--- src/rtl/iba_pkg.sv ---
// Shared types and codes for the integer binary ALU.
`timescale 1ns / 1ps
package iba_pkg;

  typedef enum logic [3:0] {
    OP_ADD  = 4'd0,
    OP_SUB  = 4'd1,
    OP_MUL  = 4'd2,
    OP_SDIV = 4'd3,
    OP_SREM = 4'd4,
    OP_XOR  = 4'd5,
    OP_SHL  = 4'd6,
    OP_LSHR = 4'd7,
    OP_ASHR = 4'd8
  } op_e;

  typedef enum logic [1:0] {
    ST_OK       = 2'd0,
    ST_DIV_ZERO = 2'd1,
    ST_DIV_OVF  = 2'd2,
    ST_SHIFT    = 2'd3
  } status_e;

  // execute stage states
  typedef enum logic [1:0] {S_RUN, S_DIV, S_FIX} bstate_e;

  typedef struct packed {
    logic [3:0]         operation;
    logic signed [31:0] lhs_operand;
    logic signed [31:0] rhs_operand;
  } req_t;

  typedef struct packed {
    logic signed [31:0] result_value;
    logic [1:0]         status;
  } rsp_t;

endpackage

--- src/rtl/integer_binary_alu.sv ---
// Top level of the integer binary ALU.
`timescale 1ns / 1ps
// Integer ALU: add, sub, mul, signed div/rem, xor and three shifts on WIDTH-bit words.
// Input channel: in_valid_i / in_stall_o carrying an iba_pkg::req_t request.
// Output channel: out_valid_o / out_stall_i carrying an iba_pkg::rsp_t result.
// A front register classifies each request (error status, operand reduction),
// a two-entry queue decouples it from the execute stage.
// Throughput: one request per cycle for non-divide operations while the output is not stalled.
// sdiv/srem run a one-bit-per-cycle restoring divider, and the execute stage
// takes no other request meanwhile.
// Errors (divide by zero, min / -1, shift amount out of range) give result 0
// with status set; unknown opcodes give 0 with status ok.
// Results come out in request order. A stalled result holds; the queue and
// front register keep taking requests until full, then in_stall_o rises.
// Reset empties the front register, queue and output register; no state
// survives between requests.
module integer_binary_alu #(
  parameter int WIDTH = 32
) (
  input  logic          clk_i,
  input  logic          rst_ni,
  input  logic          in_valid_i,
  output logic          in_stall_o,
  input  iba_pkg::req_t in_req_i,
  output logic          out_valid_o,
  input  logic          out_stall_i,
  output iba_pkg::rsp_t out_rsp_o
);
  import iba_pkg::*;

  localparam int QW = 4 + 2 * WIDTH + 2;

  logic             f_valid, f_stall, b_valid, b_stall;
  logic [3:0]       f_op;
  logic [WIDTH-1:0] f_a, f_b;
  logic [1:0]       f_err;
  logic [QW-1:0]    b_data;

  iba_front #(.WIDTH(WIDTH)) u_front (
    .clk_i, .rst_ni, .in_valid_i, .in_stall_o, .in_req_i,
    .q_valid_o(f_valid), .q_stall_i(f_stall),
    .q_op_o(f_op), .q_a_o(f_a), .q_b_o(f_b), .q_err_o(f_err)
  );

  iba_queue #(.DW(QW)) u_queue (
    .clk_i, .rst_ni,
    .wr_valid_i(f_valid), .wr_stall_o(f_stall), .wr_data_i({f_op, f_a, f_b, f_err}),
    .rd_valid_o(b_valid), .rd_stall_i(b_stall), .rd_data_o(b_data)
  );

  iba_back #(.WIDTH(WIDTH)) u_back (
    .clk_i, .rst_ni,
    .q_valid_i(b_valid), .q_stall_o(b_stall),
    .q_op_i(b_data[QW-1 -: 4]), .q_a_i(b_data[2*WIDTH+1 -: WIDTH]),
    .q_b_i(b_data[WIDTH+1 -: WIDTH]), .q_err_i(b_data[1:0]),
    .out_valid_o, .out_stall_i, .out_rsp_o
  );

`ifndef SYNTHESIS
  a_stall_in: assert property (@(posedge clk_i) disable iff (!rst_ni)
    in_stall_o |-> f_valid)
    else $error("input stalled with empty front register");
  a_err_zero: assert property (@(posedge clk_i) disable iff (!rst_ni)
    (out_valid_o && out_rsp_o.status != ST_OK) |-> (out_rsp_o.result_value == '0))
    else $error("error result not zero");
  a_out_hold: assert property (@(posedge clk_i) disable iff (!rst_ni)
    (out_valid_o && out_stall_i) |=> $stable(out_rsp_o))
    else $error("result changed under stall");
`endif

endmodule

--- src/rtl/iba_front.sv ---
// Front end: accepts requests, reduces operands to WIDTH bits and classifies them.
`timescale 1ns / 1ps
module iba_front #(
  parameter int WIDTH = 32
) (
  input  logic             clk_i,
  input  logic             rst_ni,
  input  logic             in_valid_i,
  output logic             in_stall_o,
  input  iba_pkg::req_t    in_req_i,
  output logic             q_valid_o,
  input  logic             q_stall_i,
  output logic [3:0]       q_op_o,
  output logic [WIDTH-1:0] q_a_o,
  output logic [WIDTH-1:0] q_b_o,
  output logic [1:0]       q_err_o
);
  import iba_pkg::*;

  logic             valid_q;
  logic [3:0]       op_q;
  logic [WIDTH-1:0] a_q, b_q;
  logic [1:0]       err_q;
  logic [WIDTH-1:0] a_w, b_w;
  logic [1:0]       err_d;
  logic             take;

  // low WIDTH bits of the sign-extended field
  always_comb begin
    a_w = WIDTH'(64'($signed(in_req_i.lhs_operand)));
    b_w = WIDTH'(64'($signed(in_req_i.rhs_operand)));
  end

  always_comb begin
    err_d = ST_OK;
    case (in_req_i.operation)
      OP_SDIV, OP_SREM: begin
        if (b_w == '0) err_d = ST_DIV_ZERO;
        else if (a_w == {1'b1, {(WIDTH-1){1'b0}}} && b_w == '1) err_d = ST_DIV_OVF;
      end
      OP_SHL, OP_LSHR, OP_ASHR: begin
        if (b_w[WIDTH-1] || b_w >= WIDTH'(WIDTH)) err_d = ST_SHIFT;
      end
      default: err_d = ST_OK;
    endcase
  end

  assign in_stall_o = valid_q && q_stall_i;
  assign take       = in_valid_i && !in_stall_o;

  always_ff @(posedge clk_i or negedge rst_ni) begin
    if (!rst_ni) begin
      valid_q <= 1'b0;
    end else if (!in_stall_o) begin
      valid_q <= in_valid_i;
    end
  end

  always_ff @(posedge clk_i) begin
    if (take) begin
      op_q  <= in_req_i.operation;
      a_q   <= a_w;
      b_q   <= b_w;
      err_q <= err_d;
    end
  end

  assign q_valid_o = valid_q;
  assign q_op_o    = op_q;
  assign q_a_o     = a_q;
  assign q_b_o     = b_q;
  assign q_err_o   = err_q;

`ifndef SYNTHESIS
  a_stall_hold: assert property (@(posedge clk_i) disable iff (!rst_ni)
    (valid_q && q_stall_i) |=> (valid_q && $stable(op_q) && $stable(a_q)))
    else $error("front register changed while stalled");
  a_div_err: assert property (@(posedge clk_i) disable iff (!rst_ni)
    (valid_q && err_q == ST_DIV_ZERO) |-> (b_q == '0))
    else $error("divide by zero flagged with nonzero divisor");
  a_shift_err: assert property (@(posedge clk_i) disable iff (!rst_ni)
    (valid_q && err_q == ST_SHIFT) |-> (op_q == OP_SHL || op_q == OP_LSHR || op_q == OP_ASHR))
    else $error("shift error on non-shift operation");
`endif

endmodule

--- src/rtl/iba_queue.sv ---
// Two-entry queue between the front end and the execute stage.
`timescale 1ns / 1ps
module iba_queue #(
  parameter int DW = 8
) (
  input  logic          clk_i,
  input  logic          rst_ni,
  input  logic          wr_valid_i,
  output logic          wr_stall_o,
  input  logic [DW-1:0] wr_data_i,
  output logic          rd_valid_o,
  input  logic          rd_stall_i,
  output logic [DW-1:0] rd_data_o
);
  logic [DW-1:0] mem_q [2];
  logic          wptr_q, rptr_q;
  logic [1:0]    cnt_q;
  logic          wr, rd;

  assign wr_stall_o = (cnt_q == 2'd2);
  assign rd_valid_o = (cnt_q != 2'd0);
  assign wr = wr_valid_i && !wr_stall_o;
  assign rd = rd_valid_o && !rd_stall_i;
  assign rd_data_o = mem_q[rptr_q];

  always_ff @(posedge clk_i or negedge rst_ni) begin
    if (!rst_ni) begin
      wptr_q <= 1'b0;
      rptr_q <= 1'b0;
      cnt_q  <= 2'd0;
    end else begin
      if (wr) wptr_q <= ~wptr_q;
      if (rd) rptr_q <= ~rptr_q;
      cnt_q <= cnt_q + 2'(wr) - 2'(rd);
    end
  end

  always_ff @(posedge clk_i) begin
    if (wr) mem_q[wptr_q] <= wr_data_i;
  end

`ifndef SYNTHESIS
  a_cnt_range: assert property (@(posedge clk_i) disable iff (!rst_ni) cnt_q != 2'd3)
    else $error("queue count out of range");
  a_ptr_cnt: assert property (@(posedge clk_i) disable iff (!rst_ni)
    (cnt_q != 2'd1) |-> (wptr_q == rptr_q))
    else $error("queue pointers disagree with count");
  a_no_ovf: assert property (@(posedge clk_i) disable iff (!rst_ni)
    (cnt_q == 2'd2) |=> (cnt_q != 2'd0))
    else $error("queue drained two at once");
`endif

endmodule

--- src/rtl/iba_back.sv ---
// Execute stage: combinational ops and multiply, plus a radix-2 restoring divider.
`timescale 1ns / 1ps
module iba_back #(
  parameter int WIDTH = 32
) (
  input  logic             clk_i,
  input  logic             rst_ni,
  input  logic             q_valid_i,
  output logic             q_stall_o,
  input  logic [3:0]       q_op_i,
  input  logic [WIDTH-1:0] q_a_i,
  input  logic [WIDTH-1:0] q_b_i,
  input  logic [1:0]       q_err_i,
  output logic             out_valid_o,
  input  logic             out_stall_i,
  output iba_pkg::rsp_t    out_rsp_o
);
  import iba_pkg::*;

  localparam int CW = $clog2(WIDTH + 1);

  bstate_e          state_q, state_d;
  logic             ovalid_q;
  logic [WIDTH-1:0] res_q;
  logic [1:0]       st_q;
  // divider state
  logic [WIDTH-1:0] quo_q, rem_q, dvs_q, dnd_q;
  logic [CW-1:0]    cnt_q;
  logic             neg_q, rneg_q, isrem_q;
  logic             out_free, fast_ok, start_div;
  logic [WIDTH-1:0] fast_res;
  logic [WIDTH-1:0] ma, mb;
  logic [WIDTH:0]   trial;
  logic [WIDTH-1:0] rem_sh;
  logic [WIDTH-1:0] div_res;
  logic [WIDTH-1:0] sh_fill;
  logic [$clog2(WIDTH)-1:0] sh;

  assign out_free = !ovalid_q || !out_stall_i;
  assign sh = q_b_i[$clog2(WIDTH)-1:0];
  assign sh_fill = ~({WIDTH{1'b1}} >> sh);

  always_comb begin
    fast_res = '0;
    if (q_err_i == ST_OK) begin
      case (q_op_i)
        OP_ADD:  fast_res = q_a_i + q_b_i;
        OP_SUB:  fast_res = q_a_i - q_b_i;
        OP_MUL:  fast_res = WIDTH'(q_a_i * q_b_i);
        OP_XOR:  fast_res = q_a_i ^ q_b_i;
        OP_SHL:  fast_res = q_a_i << sh;
        OP_LSHR: fast_res = q_a_i >> sh;
        OP_ASHR: fast_res = (q_a_i >> sh) | (q_a_i[WIDTH-1] ? sh_fill : '0);
        default: fast_res = '0;
      endcase
    end
  end

  assign start_div = (q_op_i == OP_SDIV || q_op_i == OP_SREM) && q_err_i == ST_OK;
  assign ma = q_a_i[WIDTH-1] ? -q_a_i : q_a_i;
  assign mb = q_b_i[WIDTH-1] ? -q_b_i : q_b_i;

  assign rem_sh = {rem_q[WIDTH-2:0], dnd_q[WIDTH-1]};
  assign trial  = {1'b0, rem_sh} - {1'b0, dvs_q};
  assign div_res = isrem_q ? (rneg_q ? -rem_q : rem_q) : (neg_q ? -quo_q : quo_q);

  always_comb begin
    state_d   = state_q;
    q_stall_o = 1'b1;
    fast_ok   = 1'b0;
    case (state_q)
      S_RUN: begin
        if (q_valid_i && start_div) begin
          state_d = S_DIV;
        end else begin
          q_stall_o = !out_free;
          fast_ok   = q_valid_i && out_free;
        end
      end
      S_DIV: if (cnt_q == CW'(1)) state_d = S_FIX;
      S_FIX: if (out_free) begin
        state_d   = S_RUN;
        q_stall_o = 1'b0;
      end
      default: state_d = S_RUN;
    endcase
  end

  always_ff @(posedge clk_i or negedge rst_ni) begin
    if (!rst_ni) begin
      state_q  <= S_RUN;
      ovalid_q <= 1'b0;
    end else begin
      state_q <= state_d;
      if (out_free) ovalid_q <= fast_ok || (state_q == S_FIX);
    end
  end

  always_ff @(posedge clk_i) begin
    if (fast_ok) begin
      res_q <= fast_res;
      st_q  <= q_err_i;
    end else if (state_q == S_FIX && out_free) begin
      res_q <= div_res;
      st_q  <= ST_OK;
    end
    if (state_q == S_RUN) begin
      dnd_q   <= ma;
      dvs_q   <= mb;
      rem_q   <= '0;
      quo_q   <= '0;
      cnt_q   <= CW'(WIDTH);
      neg_q   <= q_a_i[WIDTH-1] ^ q_b_i[WIDTH-1];
      rneg_q  <= q_a_i[WIDTH-1];
      isrem_q <= (q_op_i == OP_SREM);
    end else if (state_q == S_DIV) begin
      dnd_q <= dnd_q << 1;
      rem_q <= trial[WIDTH] ? rem_sh : trial[WIDTH-1:0];
      quo_q <= {quo_q[WIDTH-2:0], ~trial[WIDTH]};
      cnt_q <= cnt_q - CW'(1);
    end
  end

  assign out_valid_o = ovalid_q;
  assign out_rsp_o.result_value = 32'($signed(res_q));
  assign out_rsp_o.status = st_q;

`ifndef SYNTHESIS
  a_div_len: assert property (@(posedge clk_i) disable iff (!rst_ni)
    (state_q == S_DIV) |-> (cnt_q != '0))
    else $error("divider ran past its last step");
  a_out_hold: assert property (@(posedge clk_i) disable iff (!rst_ni)
    (ovalid_q && out_stall_i) |=> (ovalid_q && $stable(res_q)))
    else $error("result changed while stalled");
  a_div_stall: assert property (@(posedge clk_i) disable iff (!rst_ni)
    (state_q == S_DIV) |-> q_stall_o)
    else $error("queue popped during divide");
`endif

endmodule

--- config.mk ---
export PLATFORM = sky130hd
export DESIGN_NAME = integer_binary_alu
export DESIGN_NICKNAME = d
export VERILOG_FILES = /design/src/rtl/iba_pkg.sv /design/src/rtl/integer_binary_alu.sv /design/src/rtl/iba_front.sv /design/src/rtl/iba_queue.sv /design/src/rtl/iba_back.sv
export SDC_FILE = /design/constraint.sdc
export NUM_CORES = 2
export LEC_CHECK = 0
export ABC_AREA = 1
export ABC_CLOCK_PERIOD_IN_PS = 16400
export BUFFER_PORTS_ARGS = -buffer_cell sky130_fd_sc_hd__buf_2
export CORE_ASPECT_RATIO = 1.4
export CORE_MARGIN = 2
export CORE_UTILIZATION = 65
export DETAILED_ROUTE_END_ITERATION = 6
export PLACE_DENSITY = 0.87
export SETUP_SLACK_MARGIN = 0.05
export SLEW_MARGIN = 5
export SYNTH_ARGS = -nofsm -noshare
export SYNTH_HDL_FRONTEND = slang
export SYNTH_HIERARCHICAL = 1
export SYNTH_SLANG_ARGS = --single-unit
--- constraint.sdc ---
create_clock -name clk_i -period 16.4 [get_ports clk_i]
set_clock_uncertainty 0.1 [all_clocks]
set_input_delay 2.46 -clock clk_i [delete_from_list [all_inputs] [get_ports clk_i]]
set_output_delay 2.46 -clock clk_i [all_outputs]
set_load 0.05 [all_outputs]
==> results.sh, run 1 <==
export IMPL_cts_root_buf="clkbuf_16"
export IMPL_rows=111
export IMPL_netlist_top_cells_area="edfxtp_1, fa_1, nand2_1"
export IMPL_avgSynthCellArea_um2=7.46
export IMPL_syn_area_mm2=0.0431
export IMPL_ctsHtreeMaxLevel=2
export IMPL_die_y_um=309
export IMPL_error="[ERROR GRT-0232] Routing congestion too high. Check the congestion heatmap in the GUI."
export IMPL_synth_warnings=6
export IMPL_yosys_area_top_type="edfxtp_1"
export IMPL_die_x_um=222
export IMPL_cts_resized=0
export IMPL_synth_top_cell_area_share_pct=21.7
export IMPL_failed_stage="5_1_grt"
export IMPL_cts_setup_buffers=0
export IMPL_routabilityCongestion=1.11
export IMPL_cts_hold_buf=0
export IMPL_num_io_pins=108
export IMPL_cts_path_max_buffers=3
export IMPL_start_util_pct=65.7
export IMPL_syn_nets=6474
export IMPL_detailedPlacementHpwl_mm=138
export IMPL_ys_seq_area_share_pct=25.4
export IMPL_track_usage_pct=65.0
export IMPL_gr_total_overflow=5
export IMPL_grt_max_degree=91
export IMPL_status="stopped before the end"
export IMPL_cts_buffers=42
export IMPL_cts_sinks=389
export IMPL_synth_main_ff_cell="edfxtp_1"
export IMPL_synth_cell_types=71
export IMPL_async_reset_ff_share_pct=2.06
export IMPL_syn_inst=5778
export IMPL_antenna_found_initial=19
export IMPL_io_buffers=107
export IMPL_synth_edf_count=311
export IMPL_yosys_register_bits=389
layer usage:
layer	GRT usage, %	GRT overflow
met1	67.2	0
met2	87.8	2
met3	39.5	1
met4	62.5	2
met5	20.7	0
metrics by stage:
stage          cells  setup WS [ns]  hold slack, ns  util, %  instance area (um2)
2_1_floorplan   5778           8.45           0.321        -                43100
3_3_place_gp    6555           7.31           0.322     67.4                44200
3_5_place_dp    6555           7.11           0.330     67.4                44200
4_1_cts         6633           7.02           0.336     69.6                45600
cell families after synthesis:
family,after synthesis,share of synthesized area (%)
compound gates,896,11.6
xor+xnor,82,1.67
fa+ha+maj,624,25.3
buf+inv,1405,12.9
flops,389,25.4
mux,17,0.395
simple gates,2365,22.8
cells in the mapped netlist (7+ instances only):
cell,instances
o22ai_1,46
xor2_1,58
nand4_1,48
nand3b_1,12
o221ai_1,19
mux2i_1,17
a31oi_1,12
clkbuf_1,120
ha_1,214
nand3_2,10
nor3_2,9
nand3_1,206
o21ai_0,407
nor2_2,14
clkinv_1,7
nor2_1,275
nor3_1,59
o21bai_1,12
o31ai_1,8
inv_2,14
o21a_1,8
edfxtp_1,311
buf_2,64
xnor2_1,24
or2_2,20
o211ai_1,27
buf_1,54
a21o_1,17
nand2_1,1660
dfxtp_1,70
inv_1,1114
nand2_2,8
fa_1,410
buf_6,19
a21oi_1,258
dfrtp_1,8
o21ai_1,35
buf_4,11
nor4_1,16
==> run 2, diff against run 1 <==
- CORE_ASPECT_RATIO: 1.4 -> unset
- CORE_UTILIZATION: 65 -> 40
- PLACE_DENSITY: 0.87 -> unset
- PLACE_DENSITY_LB_ADDON: unset -> 0.15
- SETUP_SLACK_MARGIN: 0.05 -> unset
==> results.sh, run 2 <==
export IMPL_drtPass1Iterations=6
export IMPL_dpl_worst_slack_ns=7.32
export IMPL_routabilityCongestion=1.05
export IMPL_layout_commonest_cell="nand2_1"
export IMPL_cts_path_max_buffers=3
export IMPL_status="completed"
export IMPL_grt_pass1_wl_mm=241
export IMPL_drive_gt1_share_pct=6.55
export IMPL_syn_to_final_growth_pct=7.28
export IMPL_finalSetupTns_ns=0
export IMPL_fill_cells=11000
export IMPL_yosys_register_bits=389
export IMPL_synth_warnings=6
export IMPL_multi_input_area_mm2=0.0267
export IMPL_ctsHtreeMaxLevel=2
export IMPL_slowest_delay_ns=0.73
export IMPL_dp_cells=7113
export IMPL_startpoint_type="flop"
export IMPL_final_nets=6449
export IMPL_core_mm2=0.107
export IMPL_rrSetupSlack_ns=7.29
export IMPL_viasPerCell=5.35
export IMPL_avgSynthCellArea_um2=7.46
export IMPL_tritoncts="built"
export IMPL_hold_end="u_queue/mem_q[1][69]"
export IMPL_syn_nets=6474
export IMPL_cp_max_fo=45
export IMPL_hp_class="reg2reg"
export IMPL_yosys_area_top_type="edfxtp_1"
export IMPL_hp_start="u_front/q_op_o[3]"
export IMPL_cts_root_buf="clkbuf_16"
export IMPL_worstPathRequired_ns=16.64
export IMPL_cts_buffers=41
export IMPL_regArea_mm2=0.0109
export IMPL_tightest_slew_ns=1.14
export IMPL_rsz0062_at_grt="no"
export IMPL_synth_most_common_cell="nand2_1"
export IMPL_die_x_um=332
export IMPL_grt_max_degree=91
export IMPL_cap_viol_max_count=0
export IMPL_gr_total_overflow=0
export IMPL_io_buffers=107
export IMPL_rows=120
export IMPL_final_cell_mix="nand2_1, inv_1, fa_1, o21ai_0, edfxtp_1"
export IMPL_slew_headroom_pct=23.8
export IMPL_clkTransAtPathRegs_ns=0.07
export IMPL_timing_final_hold_violations=0
export IMPL_detailedPlacementHpwl_mm=125
export IMPL_cts_hold_buf=0
export IMPL_remaining_drc_errors=0
export IMPL_drt_iter0_drc=4135
export IMPL_synth_top_cell_area_share_pct=21.7
export IMPL_cts_sinks=389
export IMPL_die_y_um=332
export IMPL_async_reset_ff_share_pct=2.06
export IMPL_fin_util_pct=43.2
export IMPL_cp_top_family="adder cells"
export IMPL_grt_pass1_vias=37000
export IMPL_crit_path_end_kind="flop"
export IMPL_synth_edf_count=311
export IMPL_cts_resized=0
export IMPL_fmax_mhz=110
export IMPL_cts_setup_buffers=0
export IMPL_die_area_mm2=0.110
export IMPL_fin_crit_sh_pct=55.5
export IMPL_layoutNonFillerInstCount=7190
export IMPL_reg2reg_from="u_queue/rptr_q"
export IMPL_criticalPathCategory="reg2reg"
export IMPL_track_usage_pct=29.2
export IMPL_syn_area_mm2=0.0431
export IMPL_whs_path_depth=0
export IMPL_antenna_found_initial=8
export IMPL_num_io_pins=108
export IMPL_postRouteAntennaNets=0
export IMPL_synthTopCellsByCount="nand2_1, inv_1, fa_1"
export IMPL_syn_inst=5778
export IMPL_netlist_top_cells_area="edfxtp_1, fa_1, nand2_1"
export IMPL_worstSkewPairLatency_ns=0.60
export IMPL_synth_main_ff_cell="edfxtp_1"
export IMPL_synth_cell_types=71
export IMPL_top_register="u_queue/mem_q"
export IMPL_wire_per_inst_um=22.7
export IMPL_fin_crit_ns=9.11
export IMPL_cp_num_buf_inv=10
export IMPL_largest_reg_flops=140
export IMPL_ys_seq_area_share_pct=25.4
export IMPL_cp_slowest_cell="dfrtp_2"
export IMPL_layout_setup_ws_ns=7.29
export IMPL_drv_slew=0
export IMPL_start_util_pct=40.3
export IMPL_vias=38500
export IMPL_setup_viol=0
export IMPL_r2r_end="u_back/res_q[31]"
export IMPL_wl_mm=163
export IMPL_critPathArrivalTime_ns=9.35
export IMPL_reg2reg_depth=31
run 2: cell counts after synthesis:
Identical to the previous run, type by type.
run 2: stage by stage:
stage               hold WS, ns  area, um2
CTS                       0.319      46200
global route              0.329      46200
finish                    0.320      46200
floorplan                 0.321      43100
global placement          0.323      44900
detailed placement        0.330      44900
run 2: worst register-to-register path: cells and delay by family (launching register included):
family | cells | cell delay [ns]
flip-flops | 1 | 0.73
AND/OR/NAND/NOR | 12 | 2.07
adder cells (fa/ha/maj) | 9 | 4.45
buffers and inverters | 10 | 1.52
run 2: worst max path at each step:
stage | start | to | slack, ns | depth (start not counted)
CTS | u_queue/rptr_q | u_back/res_q[31] | 7.32 | 31
global placement | u_queue/rptr_q | u_back/res_q[31] | 7.27 | 31
finish | u_queue/rptr_q | u_back/res_q[31] | 7.29 | 31
floorplan | u_queue/rptr_q | u_back/res_q[25] | 8.45 | 34
detailed placement | u_queue/rptr_q | u_back/res_q[31] | 7.32 | 31
global route | u_queue/rptr_q | u_back/res_q[31] | 6.81 | 31
run 2: cell type report:
cell class / instances / share of cell area, %
clock buffer: 54 / 2.37
inverter: 1136 / 9.23
timing repair buffer: 201 / 2.71
antenna: 3 / 0.0162
clock inverter: 20 / 0.517
multi-input combinational: 3984 / 57.7
tap: 1403 / 3.80
sequential: 389 / 23.7
run 2: layer usage:
layer,share of wire (%),routed length [um],track usage [%],vias to the layer above
met1,45,72800,42.1,18600
met3,7.7,12600,3.82,227
met4,3.2,5240,8.11,0
li1,-,-,-,18100
met2,44,72400,45.9,1572
met5,0,0,0,-
run 2: kinds of logic (layout without fill, tap and decap cells):
group                    after synthesis  in the layout  share of synthesized area (%)
multiplexers                          17             17                          0.395
other                                  0              3                              0
XOR/XNOR                              82             82                           1.67
buffers and inverters               1405           1411                           12.9
adder cells (fa/ha/maj)              624            624                           25.3
AO/OA/AOI/OAI                        896            896                           11.6
flip-flops                           389            389                           25.4
AND/OR/NAND/NOR                     2365           2365                           22.8
Power of run 2 is not shown: default switching activity piles up to over one toggle a cycle in this logic, so the estimate is an artifact.
